## src/vdmm_pkg.sv

```systemverilog
`timescale 1ns / 1ps
package vdmm_pkg;

  localparam int unsigned ElemW = 32;
  localparam int unsigned AccW  = 64;
  localparam int unsigned MetW  = 3;

  localparam logic [AccW-1:0] CosScale = 64'd1000000;
  localparam logic [AccW-1:0] AllOnes  = '1;

  // metric codes
  localparam logic [MetW-1:0] MetEuc = 3'd0;
  localparam logic [MetW-1:0] MetCos = 3'd1;
  localparam logic [MetW-1:0] MetDot = 3'd2;
  localparam logic [MetW-1:0] MetMan = 3'd3;

  typedef struct packed {
    logic signed [ElemW-1:0] elem_a;
    logic signed [ElemW-1:0] elem_b;
    logic                    last_element;
  } in_item_t;

  typedef struct packed {
    logic [AccW-1:0] distance;
    logic            divisor_zero;
  } out_item_t;

  typedef enum logic [2:0] {
    MS_NORM_LL,
    MS_NORM_HL,
    MS_NORM_LH,
    MS_DOT_L,
    MS_DOT_H
  } mul_sel_e;

  typedef enum logic {
    DS_DEN,
    DS_QUO
  } div_sel_e;

  typedef enum logic [1:0] {
    RS_PLAIN,
    RS_SCALE,
    RS_SCALE_FLAG,
    RS_COS
  } res_sel_e;

  typedef struct packed {
    logic     capture;
    logic     acc_en;
    logic     mul_en;
    mul_sel_e mul_sel;
    logic     div_start;
    div_sel_e div_sel;
    logic     den_load;
    logic     load_out;
    res_sel_e res_sel;
  } dp_cmd_t;

  typedef struct packed {
    logic cos_sel;
    logic norm_zero;
    logic den_zero;
    logic div_busy;
  } dp_status_t;

endpackage

```

## src/vdmm_ctrl.sv

```systemverilog
`timescale 1ns / 1ps
module vdmm_ctrl (
  input  logic                  clk_i,
  input  logic                  rst_ni,
  input  logic                  in_valid_i,
  input  logic                  in_last_i,
  output logic                  in_ready_o,
  output logic                  out_valid_o,
  input  logic                  out_ready_i,
  input  vdmm_pkg::dp_status_t  status_i,
  output vdmm_pkg::dp_cmd_t     cmd_o
);
  import vdmm_pkg::*;

  typedef enum logic [3:0] {
    S_RUN,
    S_EVAL,
    S_N0,
    S_N1,
    S_N2,
    S_DEN,
    S_DENW,
    S_DCHK,
    S_D0,
    S_D1,
    S_QUO,
    S_QUOW,
    S_OUT
  } state_e;

  state_e   state_q, state_d;
  logic     p1_valid_q, p1_valid_d;
  logic     p1_last_q, p1_last_d;
  logic     out_valid_q, out_valid_d;
  res_sel_e res_sel_q, res_sel_d;
  logic     in_ready;
  dp_cmd_t  cmd;

  always_comb begin
    state_d     = state_q;
    res_sel_d   = res_sel_q;
    out_valid_d = out_valid_q && !out_ready_i;
    cmd         = '0;
    cmd.mul_sel = MS_NORM_LL;
    cmd.div_sel = DS_DEN;
    cmd.res_sel = res_sel_q;
    // hold off new words while a closing word is still in the element stage
    in_ready    = (state_q == S_RUN) && !(p1_valid_q && p1_last_q);
    cmd.capture = in_valid_i && in_ready;
    p1_valid_d  = cmd.capture;
    p1_last_d   = cmd.capture ? in_last_i : p1_last_q;

    case (state_q)
      S_RUN: begin
        cmd.acc_en = p1_valid_q;
        if (p1_valid_q && p1_last_q) begin
          state_d = S_EVAL;
        end
      end
      S_EVAL: begin
        if (!status_i.cos_sel) begin
          res_sel_d = RS_PLAIN;
          state_d   = S_OUT;
        end else if (status_i.norm_zero) begin
          res_sel_d = RS_SCALE;
          state_d   = S_OUT;
        end else begin
          state_d = S_N0;
        end
      end
      S_N0: begin
        cmd.mul_en  = 1'b1;
        cmd.mul_sel = MS_NORM_LL;
        state_d     = S_N1;
      end
      S_N1: begin
        cmd.mul_en  = 1'b1;
        cmd.mul_sel = MS_NORM_HL;
        state_d     = S_N2;
      end
      S_N2: begin
        cmd.mul_en  = 1'b1;
        cmd.mul_sel = MS_NORM_LH;
        state_d     = S_DEN;
      end
      S_DEN: begin
        cmd.div_start = 1'b1;
        cmd.div_sel   = DS_DEN;
        state_d       = S_DENW;
      end
      S_DENW: begin
        if (!status_i.div_busy) begin
          cmd.den_load = 1'b1;
          state_d      = S_DCHK;
        end
      end
      S_DCHK: begin
        if (status_i.den_zero) begin
          res_sel_d = RS_SCALE_FLAG;
          state_d   = S_OUT;
        end else begin
          state_d = S_D0;
        end
      end
      S_D0: begin
        cmd.mul_en  = 1'b1;
        cmd.mul_sel = MS_DOT_L;
        state_d     = S_D1;
      end
      S_D1: begin
        cmd.mul_en  = 1'b1;
        cmd.mul_sel = MS_DOT_H;
        state_d     = S_QUO;
      end
      S_QUO: begin
        cmd.div_start = 1'b1;
        cmd.div_sel   = DS_QUO;
        state_d       = S_QUOW;
      end
      S_QUOW: begin
        cmd.div_sel = DS_QUO;
        if (!status_i.div_busy) begin
          res_sel_d = RS_COS;
          state_d   = S_OUT;
        end
      end
      S_OUT: begin
        if (!out_valid_q || out_ready_i) begin
          cmd.load_out = 1'b1;
          out_valid_d  = 1'b1;
          state_d      = S_RUN;
        end
      end
      default: state_d = S_RUN;
    endcase
  end

  always_ff @(posedge clk_i or negedge rst_ni) begin
    if (!rst_ni) begin
      state_q     <= S_RUN;
      p1_valid_q  <= 1'b0;
      p1_last_q   <= 1'b0;
      out_valid_q <= 1'b0;
      res_sel_q   <= RS_PLAIN;
    end else begin
      state_q     <= state_d;
      p1_valid_q  <= p1_valid_d;
      p1_last_q   <= p1_last_d;
      out_valid_q <= out_valid_d;
      res_sel_q   <= res_sel_d;
    end
  end

  assign in_ready_o  = in_ready;
  assign out_valid_o = out_valid_q;
  assign cmd_o       = cmd;

endmodule

```

## config.mk

```make
export PLATFORM = sky130hd
export DESIGN_NAME = vdmm_ctrl
export DESIGN_NICKNAME = d
export VERILOG_FILES = /design/src/vdmm_pkg.sv /design/src/vdmm_ctrl.sv
export SDC_FILE = /design/constraint.sdc
export NUM_CORES = 1
export LEC_CHECK = 0
export ABC_AREA = 0
export BUFFER_PORTS_ARGS = -buffer_cell sky130_fd_sc_hd__buf_2
export CAP_MARGIN = 5
export CORE_MARGIN = 2
export CORE_UTILIZATION = 47
export DETAILED_ROUTE_END_ITERATION = 10
export PLACE_DENSITY_LB_ADDON = 0.15
export SLEW_MARGIN = 30
export SYNTH_ARGS = -nofsm -noshare
export SYNTH_HDL_FRONTEND = slang
export SYNTH_SLANG_ARGS = --single-unit
```

## constraint.sdc

```tcl
create_clock -name clk_i -period 1.9 [get_ports clk_i]
set_input_delay 0.095 -clock clk_i [delete_from_list [all_inputs] [get_ports clk_i]]
set_output_delay 0.095 -clock clk_i [all_outputs]
set_load 0.03 [all_outputs]
```

==> results.json <==
{
  "run_status": "finished, final reports clean",
  "p_int_w": 0.000740,
  "yosysWarningCount": 0,
  "route.detailed.wl_per_inst_um": 12.9,
  "synth_area_um2": 656,
  "regToRegStartpoint": "state_q[3]",
  "ff2ff_path_depth": 4,
  "max_buffers_root_to_sink": 2,
  "cts_num_sinks": 9,
  "max_clock_freq_ghz": 0.576,
  "grt.total_usage_pct": 21.2,
  "termination_of_the_worst_setup_path": "cmd_o[11]",
  "layout-area-overhead-vs-synth_pct": 23.3,
  "die_width_um": 41.4,
  "seqCellArea_um2": 225,
  "cp_num_buf_inv": 2,
  "grt_max_degree": 17,
  "timing.critical_path.fanout_max": 16,
  "grt_pass1_wl_mm": 2.28,
  "final_net_count": 110,
  "synthDistinctLibCells": 39,
  "drc": 0,
  "timing.critical_path.cells": "nor2_4, nand3_2, inv_2, and2_1, buf_2",
  "place.gp.congestion": 0.816,
  "drive_gt1_share_pct": 36.0,
  "placementRows": 13,
  "drv_cap": 0,
  "clock_tree.htree_level_count": 1,
  "power.leakage_nw": 0.397,
  "timing.clock.skew_ns": 0.00768,
  "combined_area_of_the_multi_input_logic_cells_um2": 387,
  "power_frac_seq_pct": 27.3,
  "drt_iter0_drc": 18,
  "core_region_area_um2": 1300,
  "arrival_ns": 1.64,
  "crit_type": "flip-flop to primary output",
  "grt_antenna_before_repair": 0,
  "timing.rr.end": "state_q[2]",
  "final_min_period_over_clock_period_pct": 91.4,
  "flops_latches_synth": 9,
  "synthFlopType": "sky130_fd_sc_hd__dfrtp_1",
  "ant_nets_after_route": 0,
  "crit_path_start_kind": "flip-flop",
  "power.combinational.fraction_pct": 63.3,
  "synth_seq_area_share_pct": 34.4,
  "synth-async-reset-ratio_pct": 100,
  "cts-root-buf": "sky130_fd_sc_hd__clkbuf_4",
  "syn-instance-count": 76,
  "detailedRoute.firstPassIterationCount": 5,
  "crit_path_end_kind": "primary output",
  "avgViaCountPerCell": 5.70,
  "fillCellCount": 137,
  "vias": 655,
  "crit_slowest_cell": "sky130_fd_sc_hd__dfrtp_1",
  "final-max-slew-violation-count": 0,
  "worst_skew_pair_latency_ns": 0.26,
  "cts_inserted_buffers": 3,
  "design.die.area_um2": 1710,
  "place.port_buffers": 22,
  "clock_tree_from_tritoncts": "yes",
  "total_detailed_routing_wirelength_mm": 1.49,
  "grt_remaining_overflow": 0,
  "vdd.ir_drop.worst_mv": 0.997,
  "synth-edff-count": 0,
  "dp.final_hpwl_mm": 1.14,
  "hold_viol_final": 0,
  "floorplan.initialDensity_pct": 50.4,
  "fin_tns_setup_ns": 0,
  "top_ports": 23,
  "worst_hold_path_type": "primary input to flip-flop",
  "total_switching_power_w": 0.000831,
  "setup-violations-final": 0,
  "delay_of_the_slowest_critical_path_stage_ns": 0.56,
  "crit_path_start": "state_q[1]",
  "worst_setup_hold_path_clk_slew_ns": 0.07,
  "sw_share_pct": 52.9,
  "grt_pass1_vias": 533,
  "min_period_ns": 1.74,
  "syn_avg_cell_area_um2": 8.63,
  "slew_headroom_pct": 66.1,
  "power-per-cell-area_nw_per_um2": 1940,
  "path_depth": 5,
  "antennaDiodeCount": 0,
  "rsz_0062_raised_after_global_routing": "no",
  "timing_worst_slew_pin_value_ns": 0.509,
  "postLayoutCoreUtil_pct": 62.1,
  "cpLargestDelayFamily": "flip-flops",
  "ff2ff_setup_slack_ns": 0.29,
  "die_height_um": 41.4,
  "synth_fp_nets": 85,
  "cp.required_ns": 1.80,
  "share_clk_of_total_power_pct": 9.4
}
## layer usage
metal  global-route usage (%)  up-vias  routed length (µm)
met5                        0        -                   0
met4                     12.1        0                  13
met3                     4.79        2                  99
met2                     34.0       21                 733
met1                     26.1      307                 640
li1                         -      325                   -
## worst register-to-register path, stage by stage, from the launching register on
cell                       delay [ns]
sky130_fd_sc_hd__dfrtp_1         0.55
sky130_fd_sc_hd__nand2b_1        0.34
sky130_fd_sc_hd__o22a_1          0.25
sky130_fd_sc_hd__o221ai_1        0.21
sky130_fd_sc_hd__mux2i_1         0.20
## worst min path at each step
stage / from / slack (ns) / end / depth (start not counted)
floorplan: rst_ni / -0.20 / out_valid_o / 0
global placement: rst_ni / -0.05 / p1_last_q / 1
detailed placement: rst_ni / -0.05 / p1_valid_q / 1
CTS: in_last_i / 0.03 / p1_last_q / 2
global route: in_last_i / 0.05 / p1_last_q / 2
finish: in_last_i / 0.04 / p1_last_q / 2
## timing repair
action / 4_1_cts / 5_1_grt
setup endpoints to repair: 0 / 1
resized for setup: 0 / 2
buffers inserted: 0 / 0
hold buffers: 1 / 0
hold endpoints to repair: 9 / 0
## cell type report
type	instances	share of cell area, %
tap	15	2.32
sequential	9	27.9
multi-input combinational	58	47.8
inverter	4	1.86
timing repair buffer	25	16.7
clock buffer	3	2.79
clock inverter	1	0.619
## power groups by stage
stage | logic (W) | registers, W | clock network [W]
floorplan | 0.000788 | 0.000408 | 0
global placement | 0.000986 | 0.000414 | 0
detailed placement | 0.000992 | 0.000419 | 0
CTS | 0.000996 | 0.000414 | 0.000154
global route | 0.00110 | 0.000446 | 0.000163
finish | 0.000995 | 0.000429 | 0.000147
## logic make-up after synthesis
kind of cell	after synthesis	share of synthesized area, %
AND/OR/NAND/NOR	33	27.3
AO/OA/AOI/OAI	21	23.7
flip-flops	9	34.4
buffers and inverters	9	7.82
multiplexers	3	5.53
XOR/XNOR	1	1.34
## stage by stage
step	total power, W	hold WS (ns)	worst slack (ns)	area, µm²	std cells
after floorplan	0.00120	-0.201	0.370	656	76
after global placement	0.00140	-0.0458	0.295	763	110
after detailed placement	0.00141	-0.0451	0.227	763	110
after CTS	0.00156	0.0346	0.0764	801	115
after global routing	0.00171	0.0488	0.0122	808	115
final	0.00157	0.0423	0.163	808	115
## sequential cells by signal (all words and copies together), names as in the netlist
name and flops:
state_q 4, res_sel_q 2, p1_last_q 1, out_valid_o 1
p1_valid_q 1
## cell usage after synthesis (2+ instances only)
| cell type | instances | area [µm²] |
|---|---|---|
| sky130_fd_sc_hd__and3_1 | 2 | 12.5 |
| sky130_fd_sc_hd__a21oi_1 | 5 | 25.0 |
| sky130_fd_sc_hd__inv_1 | 3 | 11.3 |
| sky130_fd_sc_hd__nand2b_1 | 5 | 31.3 |
| sky130_fd_sc_hd__a31oi_1 | 3 | 18.8 |
| sky130_fd_sc_hd__nand2_1 | 8 | 30.0 |
| sky130_fd_sc_hd__nand3_1 | 3 | 15.0 |
| sky130_fd_sc_hd__buf_2 | 2 | 10.0 |
| sky130_fd_sc_hd__o211ai_2 | 2 | 25.0 |
| sky130_fd_sc_hd__o221ai_1 | 2 | 17.5 |
| sky130_fd_sc_hd__nor2_1 | 5 | 18.8 |
| sky130_fd_sc_hd__dfrtp_1 | 9 | 225 |
## layout by cell type (no fill, tap or decap), types with 2 or more instances in the layout
| cell | synthesis | layout |
|---|---|---|
| sky130_fd_sc_hd__buf_2 | 2 | 22 |
| sky130_fd_sc_hd__dfrtp_1 | 9 | 9 |
| sky130_fd_sc_hd__nand2_1 | 8 | 8 |
| sky130_fd_sc_hd__nand2b_1 | 5 | 5 |
| sky130_fd_sc_hd__a21oi_1 | 5 | 5 |
| sky130_fd_sc_hd__nor2_1 | 5 | 4 |
| sky130_fd_sc_hd__inv_1 | 3 | 3 |
| sky130_fd_sc_hd__nand3_1 | 3 | 3 |
| sky130_fd_sc_hd__a31oi_1 | 3 | 3 |
| sky130_fd_sc_hd__clkbuf_4 | 1 | 3 |
| sky130_fd_sc_hd__and3_1 | 2 | 2 |
| sky130_fd_sc_hd__o221ai_1 | 2 | 2 |
| sky130_fd_sc_hd__o211ai_2 | 2 | 2 |
| sky130_fd_sc_hd__buf_4 | 1 | 2 |
(Power assumes the default switching activity.)
